[src/rtl/core/gpio_pei_pkg.sv]
// types, constants and codes shared by the gpio port edge interrupt block
`timescale 1ns / 1ps

package gpio_pei_pkg;

  // port number this instance answers to in the channel selectors
  localparam logic [3:0] PORT_INDEX = 4'h0;
  // pin code that selects the whole port
  localparam logic [3:0] PIN_CODE_PORT = 4'h8;

  typedef enum logic [2:0] {
    CMD_PINS      = 3'd0,
    CMD_LATCH     = 3'd1,
    CMD_DIRECTION = 3'd2,
    CMD_SET_EN    = 3'd3,
    CMD_CLR_STAT  = 3'd4,
    CMD_REFRESH   = 3'd5
  } gpio_pei_cmd_t;

  // edge mode codes, low three bits of each pin nibble
  localparam logic [2:0] MODE_FALL = 3'd0;
  localparam logic [2:0] MODE_RISE = 3'd1;
  localparam logic [2:0] MODE_BOTH = 3'd4;

  // configuration register indexes
  localparam logic [1:0] REG_PULL_CONTROL   = 2'd0;
  localparam logic [1:0] REG_EDGE_MODES     = 2'd1;
  localparam logic [1:0] REG_CHANNEL_SELECT = 2'd2;
  localparam logic [1:0] REG_CHANNEL_EDGE   = 2'd3;

  typedef struct packed {
    logic [2:0] command;
    logic [7:0] pin_values;
    logic [7:0] pin_driven;
    logic [7:0] write_value;
  } gpio_pei_in_t;

  typedef struct packed {
    logic [7:0] port_level;
    logic [7:0] output_drive;
    logic [7:0] direction_readback;
    logic [7:0] int_status;
    logic [7:0] int_enable;
    logic [7:0] channel_irq;
  } gpio_pei_out_t;

  typedef struct packed {
    logic [15:0] pull_control;
    logic [31:0] edge_modes;
    logic [63:0] channel_select;
    logic [15:0] channel_edge_enable;
  } gpio_pei_cfg_t;

  typedef struct packed {
    logic [7:0] out_latch;
    logic [7:0] direction;
    logic [7:0] last_pins;
    logic [7:0] ext_pins;
    logic [7:0] ext_driven;
    logic [7:0] irq_enable;
    logic [7:0] irq_status;
    logic [7:0] held_level;
  } gpio_pei_state_t;

endpackage

[src/rtl/core/gpio_pei_cfg.sv]
// configuration register file of the gpio port edge interrupt block
`timescale 1ns / 1ps

module gpio_pei_cfg (
  input  logic                   clk,
  input  logic                   rst,
  input  logic                   cfg_we,
  input  logic [1:0]             cfg_index,
  input  logic [63:0]            cfg_data,
  output gpio_pei_pkg::gpio_pei_cfg_t cfg
);
  import gpio_pei_pkg::*;

  always_ff @(posedge clk) begin
    if (rst) begin
      cfg <= '0;
    end else if (cfg_we) begin
      case (cfg_index)
        REG_PULL_CONTROL:   cfg.pull_control        <= cfg_data[15:0];
        REG_EDGE_MODES:     cfg.edge_modes          <= cfg_data[31:0];
        REG_CHANNEL_SELECT: cfg.channel_select      <= cfg_data;
        REG_CHANNEL_EDGE:   cfg.channel_edge_enable <= cfg_data[15:0];
        default: ;
      endcase
    end
  end

endmodule

[src/rtl/core/gpio_pei_core.sv]
// command decode, input resolve and edge detect for one port command
`timescale 1ns / 1ps

module gpio_pei_core (
  input  gpio_pei_pkg::gpio_pei_in_t    item,
  input  gpio_pei_pkg::gpio_pei_cfg_t   cfg,
  input  gpio_pei_pkg::gpio_pei_state_t state,
  output gpio_pei_pkg::gpio_pei_state_t state_next,
  output gpio_pei_pkg::gpio_pei_out_t   result
);
  import gpio_pei_pkg::*;

  logic            go;
  gpio_pei_state_t upd;
  logic [7:0]      c0;
  logic [7:0]      c1;
  logic [7:0]      eff;
  logic [7:0]      diff;
  logic [7:0]      rise_edge;
  logic [7:0]      fall_edge;
  logic [7:0]      rise_m;
  logic [7:0]      fall_m;
  logic [7:0]      hit;
  logic [7:0]      port_sel;
  logic [7:0]      pin_irq;
  logic            port_wide;
  logic [7:0]      sel;

  // register writes by command
  always_comb begin
    upd = state;
    go  = 1'b1;
    case (item.command)
      CMD_PINS: begin
        upd.ext_pins   = item.pin_values;
        upd.ext_driven = item.pin_driven;
      end
      CMD_LATCH:     upd.out_latch  = item.write_value;
      CMD_DIRECTION: upd.direction  = item.write_value;
      CMD_SET_EN:    upd.irq_enable = state.irq_enable | item.write_value;
      CMD_CLR_STAT:  upd.irq_status = state.irq_status & ~item.write_value;
      CMD_REFRESH:   go = item.write_value[0];
      default:       go = 1'b0;
    endcase
  end

  // effective input with pulls on floating pins
  assign c0        = cfg.pull_control[7:0];
  assign c1        = cfg.pull_control[15:8];
  assign eff       = (upd.ext_pins & upd.ext_driven) | (c1 & (c0 ^ c1) & ~upd.ext_driven);
  assign diff      = eff ^ state.last_pins;
  assign rise_edge = eff & diff;
  assign fall_edge = state.last_pins & diff;

  always_comb begin
    rise_m = '0;
    fall_m = '0;
    for (int n = 0; n < 8; n++) begin
      case (cfg.edge_modes[4*n +: 3])
        MODE_FALL: fall_m[n] = 1'b1;
        MODE_RISE: rise_m[n] = 1'b1;
        MODE_BOTH: begin
          rise_m[n] = 1'b1;
          fall_m[n] = 1'b1;
        end
        default: ;
      endcase
    end
  end

  // channel matching, port-wide and single pin
  always_comb begin
    port_sel = '0;
    pin_irq  = '0;
    for (int j = 0; j < 8; j++) begin
      sel = cfg.channel_select[8*j +: 8];
      port_sel[j] = (sel[7:4] == PORT_INDEX) && (sel[3:0] == PIN_CODE_PORT);
      if ((sel[7:4] == PORT_INDEX) && !sel[3]) begin
        pin_irq[j] = (cfg.channel_edge_enable[8+j] && rise_edge[sel[2:0]])
                  || (cfg.channel_edge_enable[j]   && fall_edge[sel[2:0]]);
      end
    end
  end

  assign port_wide = |port_sel;
  assign hit       = ((rise_edge & rise_m) | (fall_edge & fall_m)) & upd.irq_enable;

  always_comb begin
    state_next         = upd;
    result.channel_irq = '0;
    if (go) begin
      state_next.held_level = (upd.out_latch & ~upd.direction) | (eff & upd.direction);
      state_next.last_pins  = eff & upd.direction;
      if (port_wide) begin
        if (hit != '0) begin
          state_next.irq_status = hit;
          state_next.irq_enable = '0;
          result.channel_irq    = port_sel;
        end
      end else begin
        result.channel_irq = pin_irq;
      end
    end
    result.port_level         = state_next.held_level;
    result.output_drive       = upd.out_latch & ~upd.direction;
    result.direction_readback = upd.direction;
    result.int_status         = state_next.irq_status;
    result.int_enable         = state_next.irq_enable;
  end

endmodule

[src/rtl/core/gpio_port_edge_interrupt_unit.sv]
// top level of the 8-pin gpio port with edge interrupts
`timescale 1ns / 1ps
// path: a command is held in the input register, and its result is loaded into the result register
//   and transfers out from there when out_ready is high
// throughput: one command per cycle while the result channel does not stall, set by the state update in gpio_pei_core
// the result register takes a new result while the old one leaves, so stalls only back up
// reset (rst, synchronous): clears port state, configuration and both valid flags

module gpio_port_edge_interrupt_unit (
  input  logic                         clk,
  input  logic                         rst,
  // command channel
  input  logic                         in_valid,
  output logic                         in_ready,
  input  gpio_pei_pkg::gpio_pei_in_t   in_data,
  // result channel
  output logic                         out_valid,
  input  logic                         out_ready,
  output gpio_pei_pkg::gpio_pei_out_t  out_data,
  // configuration writes
  input  logic                         cfg_we,
  input  logic [1:0]                   cfg_index,
  input  logic [63:0]                  cfg_data
);
  import gpio_pei_pkg::*;

  gpio_pei_cfg_t   cfg;
  gpio_pei_state_t state;
  gpio_pei_state_t state_next;
  gpio_pei_in_t    item;
  gpio_pei_out_t   result;
  logic            item_valid;
  logic            advance;

  // result register can load when empty or when its transfer happens this cycle
  assign advance  = item_valid && (!out_valid || out_ready);
  // input register frees up whenever its item moves on
  assign in_ready = !item_valid || advance;

  gpio_pei_cfg u_cfg (
    .clk       (clk),
    .rst       (rst),
    .cfg_we    (cfg_we),
    .cfg_index (cfg_index),
    .cfg_data  (cfg_data),
    .cfg       (cfg)
  );

  // input register, payload needs no reset
  always_ff @(posedge clk) begin
    if (rst) begin
      item_valid <= 1'b0;
    end else if (in_ready) begin
      item_valid <= in_valid;
    end
  end

  always_ff @(posedge clk) begin
    if (in_valid && in_ready) begin
      item <= in_data;
    end
  end

  gpio_pei_core u_core (
    .item       (item),
    .cfg        (cfg),
    .state      (state),
    .state_next (state_next),
    .result     (result)
  );

  // port state commits exactly once per command, when it moves to the result register
  always_ff @(posedge clk) begin
    if (rst) begin
      state <= '0;
    end else if (advance) begin
      state <= state_next;
    end
  end

  // result register
  always_ff @(posedge clk) begin
    if (rst) begin
      out_valid <= 1'b0;
    end else if (advance) begin
      out_valid <= 1'b1;
    end else if (out_ready) begin
      out_valid <= 1'b0;
    end
  end

  always_ff @(posedge clk) begin
    if (advance) begin
      out_data <= result;
    end
  end

endmodule

[config.mk]
export PLATFORM = sky130hd
export DESIGN_NAME = gpio_port_edge_interrupt_unit
export DESIGN_NICKNAME = d
export VERILOG_FILES = /design/src/rtl/core/gpio_pei_pkg.sv /design/src/rtl/core/gpio_pei_cfg.sv /design/src/rtl/core/gpio_pei_core.sv /design/src/rtl/core/gpio_port_edge_interrupt_unit.sv
export SDC_FILE = /design/constraint.sdc
export NUM_CORES = 1
export LEC_CHECK = 0
export BUFFER_PORTS_ARGS = -buffer_cell sky130_fd_sc_hd__clkbuf_2
export CAP_MARGIN = 10
export CORE_MARGIN = 1
export CORE_UTILIZATION = 55
export CTS_CLUSTER_SIZE = 20
export DETAILED_ROUTE_END_ITERATION = 8
export HOLD_SLACK_MARGIN = 0.06
export PLACE_DENSITY = 0.75
export SYNTH_ARGS = -nofsm -noshare
export SYNTH_HDL_FRONTEND = slang
export SYNTH_SLANG_ARGS = --single-unit
[constraint.sdc]
create_clock -name clk -period 4.13 [get_ports clk]
set_input_delay 0.413 -clock clk [delete_from_list [all_inputs] [get_ports clk]]
set_output_delay 0.413 -clock clk [all_outputs]
set_load 0.01 [all_outputs]
==> reports/qor.txt <==
Starting Density: 0.564
Final Hold Vio Count: 0
Tmin final: 3.52 ns
Mapped Area: 11900 sq um
Endpoint kind of the worst setup timing path: flop
Starting DRT DRC Count: 980
Top_reg_cell synth: dfxtp_1
WP data arrival: 3.78 ns
Reg2Reg Depth: 8
Period utilisation layout: 0.853
CTS tree: yes
Htree depth: 1
Num CTS Buffers: 27
Skew final: 0.0141 ns
Port bufs: 147
Hpwl dp: 24900 microns
Worst r2r dst: out_data[21]
Placed Instances: 1680
Worst r2r src: item[24]
Worst slew pin tran: 1.03 ns
Total clock sinks: 261
Slowest stage delay, CP: 0.61 ns
Worst Setup SP: item[24]
CP Data Required Time: 4.39 ns
Final Non-Filler Cells: 1753
Top cell type's share of synthesized area: 0.313
Cells along the critical path: or3_1 -> o311ai_0 -> and2_1 -> mux2i_1 -> o2111a_1 -> a21oi_4 -> buf_4 -> mux2i_1
Storage element area: 5980 sq um
CTS Buffer Depth: 3
Synth area leader: dfxtp_1
Wire per inst: 20.0 microns
Antenna Nets Post-Route: 0
Final setup viols: 0
Syn nets: 1417
Vias in the first global route: 9398
Combinational family with the most area after synthesis: simple AND/OR/NAND/NOR gates
Placed cell area: 12800 sq um
Nets: 1556
# DRC: 0
Synth Register Bits: 261
Core box area: 21100 sq um
Crit path kind: reg2reg
Yosys cell types: 79
Top-Level Pins: 148
Number of vias per cell: 5.97
R2r setup slk: 0.61 ns
Rel. slew slack: 0.301
# diodes: 0
Wire length of the first global-routing pass: 52900 microns
Initial antenna violation count: 0
Outcome: finished, final reports clean
CP Launch Type: flop
Final GP Congestion: 0.961
Mux cell area share after synthesis: 0.0686
EDFF count, synth: 75
Hold Crit Class: in2reg
Leak: 5.08 nW
Synth Area in Simple Gates: 0.220
Die Y: 149 microns
DIE AREA: 22200 sq um
Post-CTS Hold Fix Bufs: 23
Critical Path End: out_data[21]
CTS resizes: 0
Worst IR Drop VDD: 0.310 mV
Post-CTS Setup Inserts: 0
All-layer global routing usage: 0.315
Setup TNS: 0 ns
Synth Area in XOR/XNOR: 0.00589
Max cap viols: 0
Slew Viols, Final: 0
CP most frequent cell: mux2i_1
Ranking of synthesized cells by area: dfxtp_1 (31%), edfxtp_1 (19%), nand2_1 (11%)
CTS clk-pin slew, worst paths: 0.06 ns
Post-Syn Instances: 1319
Most frequent cell after synthesis: nand2_1
DIE WIDTH: 149 microns
DRT Pass-1 Iters: 6
Fill cell count: 1750
Layout cells sized above 1: 0.181
Multi-input gate area: 5510 sq um
Worst-Skew Late Latency: 0.54 ns
Root Driver: clkbuf_16
RSZ-0062 raised after global routing: no
Commonest cells post-synth: nand2_1 (344), dfxtp_1 (186), a21oi_1 (177)
Total Wirelength: 35000 microns
Row count: 53
Synth Area per Inst: 9.01 sq um
Post-Synth Adder-Cell Area: 0
Crit Path Max Fanout: 26
Pwr/cell area: 413 nW/um^2
Register area share after synthesis: 0.503
F_max: 284 MHz
Total grt overflow: 0
Synth Area in Compound Gates: 0.168
P&R area growth vs syn: 17.0%
Asr flop ratio synth: 0
Worst path slowest cell: or3_1
Ys Warns: 0
Final Cell Area: 13900 sq um
Largest net degree at the start of global routing: 132
Via count: 10500
==> area by class of cell <==
cell class                 instances  share of cell area
tap                              275              0.0247
timing repair buffer             190              0.0808
multi-input combinational        957               0.396
sequential                       261               0.429
clock buffer                      41              0.0582
clock inverter                     8             0.00495
inverter                          21             0.00567
==> state kept, by name, indices dropped and copies added, names as in the netlist <==
name / count
u_cfg.cfg: 120
out_data: 48
out_valid: 1
item: 27
state: 64
item_valid: 1
==> logic make-up (layout without fill, tap and decap cells) <==
| group | Yosys count | after routing |
|---|---|---|
| and+or+nand+nor | 581 | 581 |
| xor gates and xnor gates | 8 | 8 |
| DFF | 261 | 261 |
| AOI/OAI and AO/OA | 308 | 308 |
| buffers and inverters | 101 | 260 |
| muxes | 60 | 60 |
==> stage by stage <==
step,util,hold slack [ns],worst slack [ns],total power [mW]
2_1_floorplan,-,0.431,0.892,3.15
3_3_place_gp,0.607,0.438,0.872,3.36
3_5_place_dp,0.607,0.444,0.733,3.37
4_1_cts,0.659,0.0622,0.707,5.76
5_1_grt,0.660,0.0556,0.462,5.93
6_report,0.660,0.0666,0.605,5.75
==> how the worst min path moves through the flow <==
stage,start,slack (ns),cells after the start,end
6_report,in_data[26],0.07,1,item[26]
4_1_cts,in_data[25],0.06,1,item[25]
5_1_grt,in_data[26],0.06,1,item[26]
2_1_floorplan,u_cfg.cfg[23],0.43,2,u_cfg.cfg[23]
3_5_place_dp,u_cfg.cfg[63],0.44,2,u_cfg.cfg[63]
3_3_place_gp,u_cfg.cfg[62],0.44,2,u_cfg.cfg[62]
==> placed cells by master (no fill, tap or decap), types with 6 or more instances in the layout <==
| cell | n |
|---|---|
| a21oi_1 | 177 |
| nor2b_1 | 7 |
| nor4_1 | 11 |
| a211oi_2 | 8 |
| or3_1 | 8 |
| buf_4 | 19 |
| or3b_2 | 7 |
| nor2_1 | 86 |
| a21o_1 | 6 |
| nand3_1 | 19 |
| o21ai_0 | 6 |
| dfxtp_1 | 186 |
| mux4_2 | 16 |
| dlygate4sd3_1 | 24 |
| nor3_1 | 16 |
| xnor2_1 | 6 |
| inv_1 | 20 |
| nand2b_1 | 11 |
| clkinv_2 | 6 |
| clkbuf_2 | 146 |
| and3_1 | 8 |
| nor3b_1 | 7 |
| a211oi_1 | 24 |
| clkbuf_1 | 7 |
| o22ai_1 | 9 |
| edfxtp_1 | 75 |
| mux2_2 | 10 |
| and2_1 | 12 |
| nand3b_1 | 12 |
| a2111oi_0 | 8 |
| nand2_1 | 344 |
| mux2i_1 | 32 |
| a2bb2oi_1 | 6 |
| clkbuf_8 | 6 |
| clkbuf_16 | 28 |
==> layer usage <==
layer	global-route usage	share of wire
met2	0.477	0.44
met5	0	0
met3	0.0679	0.097
met4	0.105	0.030
met1	0.445	0.43
==> power by group <==
group,switching [mW],internal (mW)
combinational,0.333,0.195
sequential,0.0810,2.73
clock,1.00,1.41
==> critical path: cells and delay by family (launching register included) <==
family | cells | cell delay [ns]
muxes | 2 | 0.57
AOI/OAI and AO/OA | 3 | 0.93
and+or+nand+nor | 2 | 0.93
DFF | 1 | 0.51
buffers and inverters | 1 | 0.30
Note: power is estimated with default switching activity, not from simulation.
